===== src/sv/uarttx_pkg.sv =====
`default_nettype none
// ----------------------------------------------------------------------------
// UART transmit with CTS flow control - shared types
// Beat payloads, queue entry type, CTS tracker codes and FIFO sizing.
// ----------------------------------------------------------------------------
package uarttx_pkg;

  localparam int FIFO_DEPTH = 256;
  localparam int PTR_W      = (FIFO_DEPTH > 1) ? $clog2(FIFO_DEPTH) : 1;
  localparam int CNT_W      = $clog2(FIFO_DEPTH + 1);

  localparam int QDEPTH = 2;
  localparam int QPTR_W = $clog2(QDEPTH);
  localparam int QCNT_W = $clog2(QDEPTH + 1);

  typedef struct packed {
    logic [1:0] op;
    logic [7:0] put_byte;
  } in_t;

  typedef struct packed {
    logic       send_valid;
    logic [7:0] send_byte;
    logic       dropped;
    logic [1:0] cts_phase;
    logic       tx_waiting;
  } out_t;

  typedef enum logic [1:0] {
    OP_READY = 2'd0,
    OP_CTS   = 2'd1,
    OP_PUT   = 2'd2,
    OP_NONE  = 2'd3
  } op_t;

  typedef enum logic [1:0] {
    CTS_OFF  = 2'd0,
    CTS_ON   = 2'd1,
    CTS_DONE = 2'd2
  } cts_t;

  typedef enum logic [1:0] {
    K_READY,
    K_CTS,
    K_PUT,
    K_NONE
  } kind_t;

  typedef struct packed {
    kind_t      kind;
    logic [7:0] data;
  } cmd_t;

  typedef enum logic {
    BK_FETCH,
    BK_EXEC
  } bk_state_t;

  function automatic logic [PTR_W-1:0] ptr_inc(input logic [PTR_W-1:0] p);
    logic [PTR_W-1:0] r;
    if (p == PTR_W'(FIFO_DEPTH - 1)) begin
      r = '0;
    end else begin
      r = p + 1'b1;
    end
    return r;
  endfunction

endpackage
`default_nettype wire


===== src/sv/uart_transmit_cts_flow_control.sv =====
`default_nettype none
// ----------------------------------------------------------------------------
// UART transmit with CTS flow control - top level
// Event beats in (ready, CTS change, put byte), one result beat out per event.
// ----------------------------------------------------------------------------
// Input channel cmd/cmd_valid/cmd_stall carries one event per beat; a
// two-entry front queue decodes and holds events so the input side keeps
// moving while the back end works.
// Output channel rsp/rsp_valid/rsp_stall gives one result per event in order:
// send_valid/send_byte for the transmitter, dropped for a put into a full
// FIFO, the CTS tracker phase and the transmitter waiting flag.
// The back end works through each event in a fetch state, where the
// registered read of the byte FIFO memory gives the head byte, and then in an
// execute state. It takes a new event from the queue only after it has
// executed the last one.
// cfg_we/cfg_data write the flow control enable; write only while idle.
// Reset empties the FIFO, sets CTS to asserted, transmitter not waiting and
// flow control on. FIFO memory needs no clearing pass.
// When rsp_stall is high the result is held; the back end then holds one more
// event and the queue two more before cmd_stall rises.
// ----------------------------------------------------------------------------
module uart_transmit_cts_flow_control
  import uarttx_pkg::*;
(
  input  wire logic clk,
  input  wire logic rst,
  input  wire logic cfg_we,
  input  wire logic cfg_data,
  input  wire logic cmd_valid,
  output logic      cmd_stall,
  input  wire in_t  cmd,
  output logic      rsp_valid,
  input  wire logic rsp_stall,
  output out_t      rsp
);

  logic q_valid;
  cmd_t q_cmd;
  logic q_pop;

  uarttx_front u_front (
    .clk       (clk),
    .rst       (rst),
    .cmd_valid (cmd_valid),
    .cmd_stall (cmd_stall),
    .cmd       (cmd),
    .q_valid   (q_valid),
    .q_cmd     (q_cmd),
    .q_pop     (q_pop)
  );

  uarttx_back u_back (
    .clk       (clk),
    .rst       (rst),
    .cfg_we    (cfg_we),
    .cfg_data  (cfg_data),
    .q_valid   (q_valid),
    .q_cmd     (q_cmd),
    .q_pop     (q_pop),
    .rsp_valid (rsp_valid),
    .rsp_stall (rsp_stall),
    .rsp       (rsp)
  );

endmodule
`default_nettype wire


===== src/sv/uarttx_front.sv =====
`default_nettype none
// ----------------------------------------------------------------------------
// UART transmit - front end
// Accepts event beats, decodes the op and holds them in a two-entry queue.
// ----------------------------------------------------------------------------
module uarttx_front
  import uarttx_pkg::*;
(
  input  wire logic clk,
  input  wire logic rst,
  input  wire logic cmd_valid,
  output logic      cmd_stall,
  input  wire in_t  cmd,
  output logic      q_valid,
  output cmd_t      q_cmd,
  input  wire logic q_pop
);

  cmd_t              q [QDEPTH];
  logic [QPTR_W-1:0] wr_ptr;
  logic [QPTR_W-1:0] rd_ptr;
  logic [QCNT_W-1:0] cnt;
  logic              push;
  cmd_t              dec;

  assign cmd_stall = (cnt == QCNT_W'(QDEPTH));
  assign push      = cmd_valid && !cmd_stall;
  assign q_valid   = (cnt != '0);
  assign q_cmd     = q[rd_ptr];

  always_comb begin
    dec.data = cmd.put_byte;
    case (op_t'(cmd.op))
      OP_READY: dec.kind = K_READY;
      OP_CTS:   dec.kind = K_CTS;
      OP_PUT:   dec.kind = K_PUT;
      default:  dec.kind = K_NONE;
    endcase
  end

  always_ff @(posedge clk) begin
    if (push) begin
      q[wr_ptr] <= dec;
    end
  end

  always_ff @(posedge clk) begin
    if (rst) begin
      wr_ptr <= '0;
      rd_ptr <= '0;
      cnt    <= '0;
    end else begin
      if (push) begin
        wr_ptr <= (wr_ptr == QPTR_W'(QDEPTH - 1)) ? '0 : wr_ptr + 1'b1;
      end
      if (q_pop) begin
        rd_ptr <= (rd_ptr == QPTR_W'(QDEPTH - 1)) ? '0 : rd_ptr + 1'b1;
      end
      cnt <= cnt + QCNT_W'(push) - QCNT_W'(q_pop);
    end
  end

endmodule
`default_nettype wire


===== src/sv/uarttx_back.sv =====
`default_nettype none
// ----------------------------------------------------------------------------
// UART transmit - back end
// Byte FIFO memory, CTS tracker, transmitter idle flag and result register.
// ----------------------------------------------------------------------------
module uarttx_back
  import uarttx_pkg::*;
(
  input  wire logic clk,
  input  wire logic rst,
  input  wire logic cfg_we,
  input  wire logic cfg_data,
  input  wire logic q_valid,
  input  wire cmd_t q_cmd,
  output logic      q_pop,
  output logic      rsp_valid,
  input  wire logic rsp_stall,
  output out_t      rsp
);

  logic [7:0]       mem [FIFO_DEPTH];
  logic [7:0]       rd_data;
  bk_state_t        state, state_next;
  cmd_t             cur, cur_next;
  logic [PTR_W-1:0] head, head_next;
  logic [PTR_W-1:0] tail, tail_next;
  logic [CNT_W-1:0] count, count_next;
  cts_t             cts, cts_next;
  logic             idle, idle_next;
  logic             fce;
  logic             mem_we;
  logic             may_send;
  logic             sv;
  logic [7:0]       sb;
  logic             dr;
  out_t             rsp_next;
  logic             rsp_valid_next;

  assign may_send = !fce || (cts == CTS_ON);

  always_ff @(posedge clk) begin
    if (mem_we) begin
      mem[tail] <= cur.data;
    end
    rd_data <= mem[head];
  end

  always_ff @(posedge clk) begin
    if (rst) begin
      fce <= 1'b1;
    end else if (cfg_we) begin
      fce <= cfg_data;
    end
  end

  always_ff @(posedge clk) begin
    if (rst) begin
      state     <= BK_FETCH;
      head      <= '0;
      tail      <= '0;
      count     <= '0;
      cts       <= CTS_ON;
      idle      <= 1'b0;
      rsp_valid <= 1'b0;
    end else begin
      state     <= state_next;
      head      <= head_next;
      tail      <= tail_next;
      count     <= count_next;
      cts       <= cts_next;
      idle      <= idle_next;
      rsp_valid <= rsp_valid_next;
    end
  end

  always_ff @(posedge clk) begin
    cur <= cur_next;
    rsp <= rsp_next;
  end

  always_comb begin
    state_next     = state;
    cur_next       = cur;
    q_pop          = 1'b0;
    head_next      = head;
    tail_next      = tail;
    count_next     = count;
    cts_next       = cts;
    idle_next      = idle;
    mem_we         = 1'b0;
    sv             = 1'b0;
    sb             = 8'd0;
    dr             = 1'b0;
    rsp_next       = rsp;
    rsp_valid_next = rsp_valid && rsp_stall;
    case (state)
      BK_FETCH: begin
        if (q_valid) begin
          q_pop      = 1'b1;
          cur_next   = q_cmd;
          state_next = BK_EXEC;
        end
      end
      BK_EXEC: begin
        if (!rsp_valid || !rsp_stall) begin
          case (cur.kind)
            K_READY: begin
              if (count != '0 && may_send) begin
                sv         = 1'b1;
                sb         = rd_data;
                head_next  = ptr_inc(head);
                count_next = count - 1'b1;
                cts_next   = CTS_DONE;
                idle_next  = 1'b0;
              end else begin
                idle_next = 1'b1;
              end
            end
            K_CTS: begin
              if (count != '0 && idle && cts == CTS_OFF) begin
                sv         = 1'b1;
                sb         = rd_data;
                head_next  = ptr_inc(head);
                count_next = count - 1'b1;
                cts_next   = CTS_DONE;
                idle_next  = 1'b0;
              end else if (cts == CTS_OFF) begin
                cts_next = CTS_ON;
              end else begin
                cts_next = CTS_OFF;
              end
            end
            K_PUT: begin
              if (idle && may_send) begin
                sv        = 1'b1;
                sb        = cur.data;
                cts_next  = CTS_DONE;
                idle_next = 1'b0;
              end else if (count == CNT_W'(FIFO_DEPTH)) begin
                dr = 1'b1;
              end else begin
                mem_we     = 1'b1;
                tail_next  = ptr_inc(tail);
                count_next = count + 1'b1;
              end
            end
            default: begin
            end
          endcase
          rsp_next.send_valid = sv;
          rsp_next.send_byte  = sb;
          rsp_next.dropped    = dr;
          rsp_next.cts_phase  = cts_next;
          rsp_next.tx_waiting = idle_next;
          rsp_valid_next      = 1'b1;
          state_next          = BK_FETCH;
        end
      end
      default: state_next = BK_FETCH;
    endcase
  end

`ifndef SYNTHESIS
  a_count_bound: assert property (@(posedge clk) disable iff (rst)
    count <= CNT_W'(FIFO_DEPTH))
    else $error("fifo count beyond depth");

  a_empty_ptrs: assert property (@(posedge clk) disable iff (rst)
    count == '0 |-> head == tail)
    else $error("empty fifo with unequal pointers");

  a_send_clears_wait: assert property (@(posedge clk) disable iff (rst)
    rsp_valid && rsp.send_valid |-> !rsp.tx_waiting && rsp.cts_phase == CTS_DONE)
    else $error("send left transmitter waiting");

  a_drop_no_send: assert property (@(posedge clk) disable iff (rst)
    rsp_valid && rsp.dropped |-> !rsp.send_valid)
    else $error("dropped beat also sent");

  a_pop_in_fetch: assert property (@(posedge clk) disable iff (rst)
    q_pop |=> state == BK_EXEC)
    else $error("queue pop without execute");
`endif

endmodule
`default_nettype wire


===== config.mk =====
export PLATFORM = sky130hd
export DESIGN_NAME = uart_transmit_cts_flow_control
export DESIGN_NICKNAME = d
export VERILOG_FILES = /design/src/sv/uarttx_pkg.sv /design/src/sv/uart_transmit_cts_flow_control.sv /design/src/sv/uarttx_front.sv /design/src/sv/uarttx_back.sv
export SDC_FILE = /design/constraint.sdc
export NUM_CORES = 2
export LEC_CHECK = 0
export ABC_AREA = 1
export BUFFER_PORTS_ARGS = -buffer_cell sky130_fd_sc_hd__buf_2
export CORE_AREA = 2 2 450 452
export CTS_CLUSTER_DIAMETER = 150
export DETAILED_ROUTE_END_ITERATION = 12
export DIE_AREA = 0 0 452 454
export PLACE_DENSITY = 0.62
export SLEW_MARGIN = 20
export SYNTH_ARGS = -nofsm -noshare
export SYNTH_HDL_FRONTEND = slang
export SYNTH_SLANG_ARGS = --single-unit
export TNS_END_PERCENT = 30

===== constraint.sdc =====
create_clock -name clk -period 4.49 [get_ports clk]
set_input_delay 0.449 -clock clk [delete_from_list [all_inputs] [get_ports clk]]
set_output_delay 0.449 -clock clk [all_outputs]
set_load 0.02 [all_outputs]

# Word level (Yosys, flattened, before mapping)
# Memories as Yosys holds them, arrays and structs flattened. A register that Yosys moved wholly into a read port is not among the register bits.
# Cells that the tools add are included.
# totals
regBits	48
mem_bits_rw	2068
in_bits	16
output_inout_bits	15
word_cells	114
memories	2
# classes
addsub	8
eq_ne	13
muxes	46
bitwise_logic	4
reduce_logical	25
# mem_list
memory	depth	width	read_ports	rd_ports_with_merged_regs	write_ports	line_no	rtl
u_back.mem	256	8	1	1	1	uarttx_back.sv:21	logic [7:0] mem [FIFO_DEPTH];
u_front.q	2	10	1	1	1	uarttx_front.sv:19	cmd_t q [QDEPTH];
# ops
operator	count
2-to-1 mux 8 bit	7
2-to-1 mux 9 bit	4
one-hot mux 9 bit (3 select lines)	1
2-to-1 mux 1 bit	24
one-hot mux 8 bit (3 select lines)	1
adder 8 x 1 -> 8 bit, second input constant	2
equality test 8 bit, second input constant	2
one-hot mux 8 bit (2 select lines)	1
one-hot mux 2 bit (3 select lines)	2
AND reduction 5 bit	2
adder 9 x 1 -> 9 bit, second input constant	1
equality test 9 bit, second input constant	1
nonzero test 9 bit	1
subtractor 9 x 1 -> 9 bit, second input constant	1
AND reduction 7 bit	1
equality test 2 x 1 -> 1 bit, second input constant	3
equality test 2 bit, second input constant	3
logical AND 1 bit	6
zero test 2 bit	3
2-to-1 mux 2 bit	3
one-hot mux 1 bit (3 select lines)	2
zero test 1 bit	4
inequality test 2 x 1 -> 1 bit, second input constant	2
inequality test 2 bit, second input constant	2
10 further kinds	17

# Longest topological paths before layout
# depth
ltp_word	9
ltp_mapped	21
ltp_nobuf	17

# Cells and area by module
# Synthesis repeated with hierarchy kept, for this count alone.
# hier_totals
cells_unflattened	8355
area_unflattened_um2	89957.5
# by_module_without_submodules
mod	n_inst	cells_each	area_each_um2	seq_area_each_um2
uarttx_back	1	8289	88955.3	62970.4
uarttx_front	1	66	1002.2	700.7

# Least setup slack after synthesis
# Ideal clock, no wire load.
# synth_timing
kind	register -> register
from	register u_back.cur[0] (netlist name)
to	memory u_back.mem[0][0] (data pin)
setup_ns	0.821
arrival_ns	3.243
required_ns	3.669
path_slack_ns	0.426
stages_incl_launch_ff	1
n_path_buf	0
synth_period_minus_slack_ns	4.064
path_cell_list	edfxtp_1
# synth_rtl
item	line_no	rtl
from (decl)	uarttx_back.sv:24	cmd_t cur, cur_next;
from (signal assigned)	uarttx_back.sv:77	cur <= cur_next;
to (decl)	uarttx_back.sv:21	
# Straight into the memory's write port.

# Worst setup path in the final report
# layout_timing
from	register u_back.cur[8] (netlist name)
to	memory u_back.mem[180][5], enable pin
# layout_via
elab_chain_len	6
# layout_rtl
item	line_no	rtl
equality test 2 bit	uarttx_back.sv:106	case (cur.kind)
2-to-1 mux 1 bit	uarttx_back.sv:106	
2-to-1 mux 1 bit	uarttx_back.sv:105	if (!rsp_valid || !rsp_stall) begin
2-to-1 mux 1 bit	uarttx_back.sv:96	case (state)
2-to-1 mux 1 bit	uarttx_back.sv:42	if (mem_we) begin
2-to-1 mux 1 bit (not written as such)	uarttx_back.sv:43	mem[tail] <= cur.data;
# No other way between the ends.

==> qor_table.md <==
| Result | This run | Unit |
|---|---|---|
| Run status | completed | - |
| Antenna Violating Nets Remaining | 0 | - |
| Top_reg_cell synth | sky130_fd_sc_hd__edfxtp_1 | - |
| Setup Fix Bufs, Post-CTS | 0 | - |
| Number of optimization iterations in the first detailed-route pass | 8 | - |
| Cells resized by post-CTS repair | 0 | - |
| CTS sink count | 2134 | - |
| Most numerous cell in the Yosys netlist | sky130_fd_sc_hd__nand2_1 | - |
| HPWL Detailed | 137500 | µm |
| First-pass GRT wire length | 357800 | µm |
| Drt drc | 0 | - |
| Largest incremental delay on the critical path | 0.62 | ns |
| Count of placed standard cells including taps | 10760 | - |
| Element type at the critical path end | register | - |
| Leakage dissipation | 37.53 | nW |
| Die height | 454 | µm |
| Clock tree from TritonCTS | done | - |
| Worst rel slew slack | 24.81 | % |
| CTS clk-pin slew, worst paths | 0.06 | ns |
| # setup viols final | 0 | - |
| IO Port Bufs | 30 | - |
| Crit path kind | reg -> reg | - |
| Core footprint | 0.2009 | mm² |
| Tcrit/Tclk final | 89.93 | % |
| Number of primary I/O pins | 31 | - |
| Count of vias placed by the detailed router | 60140 | - |
| Routability Congestion | 0.8850 | - |
| Slowest library cell on the worst path | sky130_fd_sc_hd__nand3_2 | - |
| Type of element launching the critical path | register | - |
| Timing-limited maximum frequency | 247.7 | MHz |
| Top fanout value on the critical path | 12 | - |
| Area of the die | 0.2052 | mm² |
| CTS root buffer | sky130_fd_sc_hd__clkbuf_16 | - |
| Vias/cell | 5.386 | - |
| Share of the yosys chip area belonging to registers | 70.91 | % |
| Initial antenna violation count | 3 | - |
| Worst setup slack for register-to-register paths | 0.45 | ns |
| Clock insertion delay at the later pin of the skew report | 0.85 | ns |
| Critical R2R Launch | u_back.cur[8] | - |
| Arrival time worst endpoint | 4.50 | ns |
| Endpoint of the lowest-slack register-to-register path | u_back.mem[180][5] | - |
| Count of flip-flops with a built-in enable after synthesis | 2091 | - |
| Final hold viol count | 0 | - |
| Max Root-Sink Buffers | 3 | - |
| Pin count of the biggest net entering global routing | 215 | - |
| R2R depth | 8 | - |
| Filler cell count | 17670 | - |
| Synthesized area per cell | 10.74 | µm² |
| Leftover overflow at the end of global routing | 0 | - |
| Final total negative setup slack | 0 | ns |
| Class of the most critical hold timing path | in -> reg | - |
| # rows | 165 | - |
| Total power | 54.23 | mW |
| Biggest area consumer among synthesized cells | sky130_fd_sc_hd__edfxtp_1 | - |
| DR iter-0 viols | 7462 | - |
| Synthesis-to-layout area growth | 11.26 | % |
| Max-cap violations | 0 | - |
| Crit path top cell by count | sky130_fd_sc_hd__inv_1 | - |
| Count of state elements after synthesis | 2134 | - |
| Hold Path Stages | 2 | - |
| Total Routed Length | 241200 | µm |
| Summed instance area of the synthesized netlist | 0.08977 | mm² |
| Slew at the pin closest to its max-slew limit | 1.125 | ns |
| Post-synth top area share | 69.95 | % |
| Ranking of synthesized cells by area | sky130_fd_sc_hd__edfxtp_1 70%, sky130_fd_sc_hd__nand2_1 9.8%, sky130_fd_sc_hd__nor2_1 5.1%, sky130_fd_sc_hd__nand3_1 4.1%, sky130_fd_sc_hd__o21ai_0 2.8% | - |
| H-tree levels | 4 | - |
| Final critical delay including setup and external delays | 4.038 | ns |
| Share of synthesized registers carrying an async set or reset | 0 | % |
| Cell Chain, Critical Path | inv_1 > nand2_1 > inv_1 > nand4_2 > inv_1 > nand3_2 > buf_4 > nor2_1 | - |
| Setup repair after global routing missed its margin | no | - |
| Number of global-route vias before repair | 57970 | - |
| Layout Nets | 8349 | - |
| Layout cell share with drive strength beyond 1 | 6.428 | % |
| Starting utilization of the core area | 44.69 | % |
| Worst EP required | 4.95 | ns |
| IR drop worst, VDD | 0.0007922 | V |
| Wirelength per Cell | 21.60 | µm |
| Number of standard cells in the layout, taps in and fillers out | 11170 | - |
| Power per cell area | 542.9 | mW/mm² |
| Floorplan die width | 452 | µm |
| End of the worst hold path | u_front.cnt[0] | - |
| CTS Buf Count | 213 | - |
| Overall Global Routing Usage | 23.11 | % |
| Synth unique cells | 35 | - |
| Beginning of the worst hold path | rst | - |
| Commonest cells post-synth | 2355 x sky130_fd_sc_hd__nand2_1, 2091 x sky130_fd_sc_hd__edfxtp_1, 1228 x sky130_fd_sc_hd__nor2_1 | - |
| Post-Syn Nets | 8393 | - |
| Synthesis Warnings | 0 | - |
| Number of max-slew violations in the final report | 0 | - |
| Clock skew | 0.03225 | ns |
| Synthesized netlist cell count | 8362 | - |
## registers in the layout, summed over array words and instances, names as in the netlist
name	count
u_back.mem	2048
u_front.q	20
u_back.rsp	13
u_back.cur	10
u_back.count	9
u_back.head	8
u_back.rd_data	8
u_back.tail	8
u_back.cts	2
u_front.cnt	2
u_back.fce	1
u_back.idle	1
u_back.rsp_valid	1
u_back.state	1
u_front.rd_ptr	1
u_front.wr_ptr	1
## placed cells by master (no fill, tap or decap), types with 5 or more instances in the layout
cell type	count
sky130_fd_sc_hd__nand2_2	12
sky130_fd_sc_hd__clkinvlp_4	6
sky130_fd_sc_hd__nand4_1	5
sky130_fd_sc_hd__buf_12	44
sky130_fd_sc_hd__inv_1	649
sky130_fd_sc_hd__o21ai_1	28
sky130_fd_sc_hd__o211ai_1	52
sky130_fd_sc_hd__clkbuf_1	46
sky130_fd_sc_hd__buf_4	120
sky130_fd_sc_hd__nor2_1	1225
sky130_fd_sc_hd__ha_1	14
sky130_fd_sc_hd__edfxtp_1	2091
sky130_fd_sc_hd__dfxtp_1	39
sky130_fd_sc_hd__clkinv_2	38
sky130_fd_sc_hd__dlygate4sd3_1	13
sky130_fd_sc_hd__bufinv_16	18
sky130_fd_sc_hd__a21oi_1	110
sky130_fd_sc_hd__buf_2	30
sky130_fd_sc_hd__or2_2	24
sky130_fd_sc_hd__o22ai_1	7
sky130_fd_sc_hd__clkinv_1	55
sky130_fd_sc_hd__nand3_1	733
sky130_fd_sc_hd__o21ai_0	509
sky130_fd_sc_hd__xor2_1	8
sky130_fd_sc_hd__nand2_1	2343
sky130_fd_sc_hd__clkbuf_16	218
## layer usage
metal,vias to the layer above,part of all wire [%],GRT usage [%]
met3,410,8.0,3.360
met2,2651,47,37.45
met1,29210,42,32.15
li1,27870,-,-
met4,2,3.1,7.525
met5,-,0.0054,0
## area by class of cell
class / instances / area, µm² / area share (%)
flip-flops and latches: 2134 / 63660 / 63.74
multi-input cells: 5100 / 21490 / 21.51
clock buffers: 268 / 5683 / 5.690
well taps: 2672 / 3343 / 3.347
inverters: 662 / 2507 / 2.511
repair buffers: 207 / 2062 / 2.065
clock inverters: 123 / 1129 / 1.130
diodes: 1 / 2.502 / 0.002506
## kinds of logic after synthesis
kind of cell,after synthesis,synth area share [%]
AOI/OAI and AO/OA,716,4.173
and+or+nand+nor,4357,19.35
buffers and inverters,1128,5.235
xor gates and xnor gates,12,0.1171
DFF,2134,70.91
adders and majority gates,15,0.2174
## power breakdown
group          switching [mW]  leakage (nW)  internal [mW]
sequential              0.393          19.2           24.7
combinational            9.08          15.0           2.61
clock                    7.52          3.33           9.96
total                    17.0          37.5           37.2
## how the worst max path moves through the flow
stage	cells past startpoint	from	slack [ns]	to
floorplan	0	u_back.cur[0]	0.43	u_back.mem[0][0]
global route	8	u_back.cur[8]	0.25	u_back.mem[180][1]
detailed placement	8	u_back.cur[8]	0.44	u_back.mem[180][7]
CTS	8	u_back.cur[8]	0.43	u_back.mem[180][5]
global placement	8	u_back.cur[8]	0.54	u_back.mem[180][6]
finish	8	u_back.cur[8]	0.45	u_back.mem[180][5]
## stage by stage
step	worst slack (ns)	area, µm²	util [%]	hold slack (ns)
floorplan	0.4261	89770	-	0.4218
global placement	0.5441	92930	46.26	0.4445
detailed placement	0.4403	92930	46.26	0.4601
global route	0.2469	99870	49.72	0.06522
finish	0.4523	99880	49.72	0.08824
CTS	0.4256	99870	49.72	0.02392
## worst max-delay path: cells and delay by family, from the launching register on
family,cells,cell delay [ns]
buffers and inverters,4,1.31
flip-flops,1,0.42
AND/OR/NAND/NOR,4,1.91
## repair_timing
item | in CTS | in global routing
endpoints found under the setup margin | 0 | 0
hold endpoints to repair | 23 | 0
hold buffers | 13 | 0
Power figures use the tool's default switching activity.
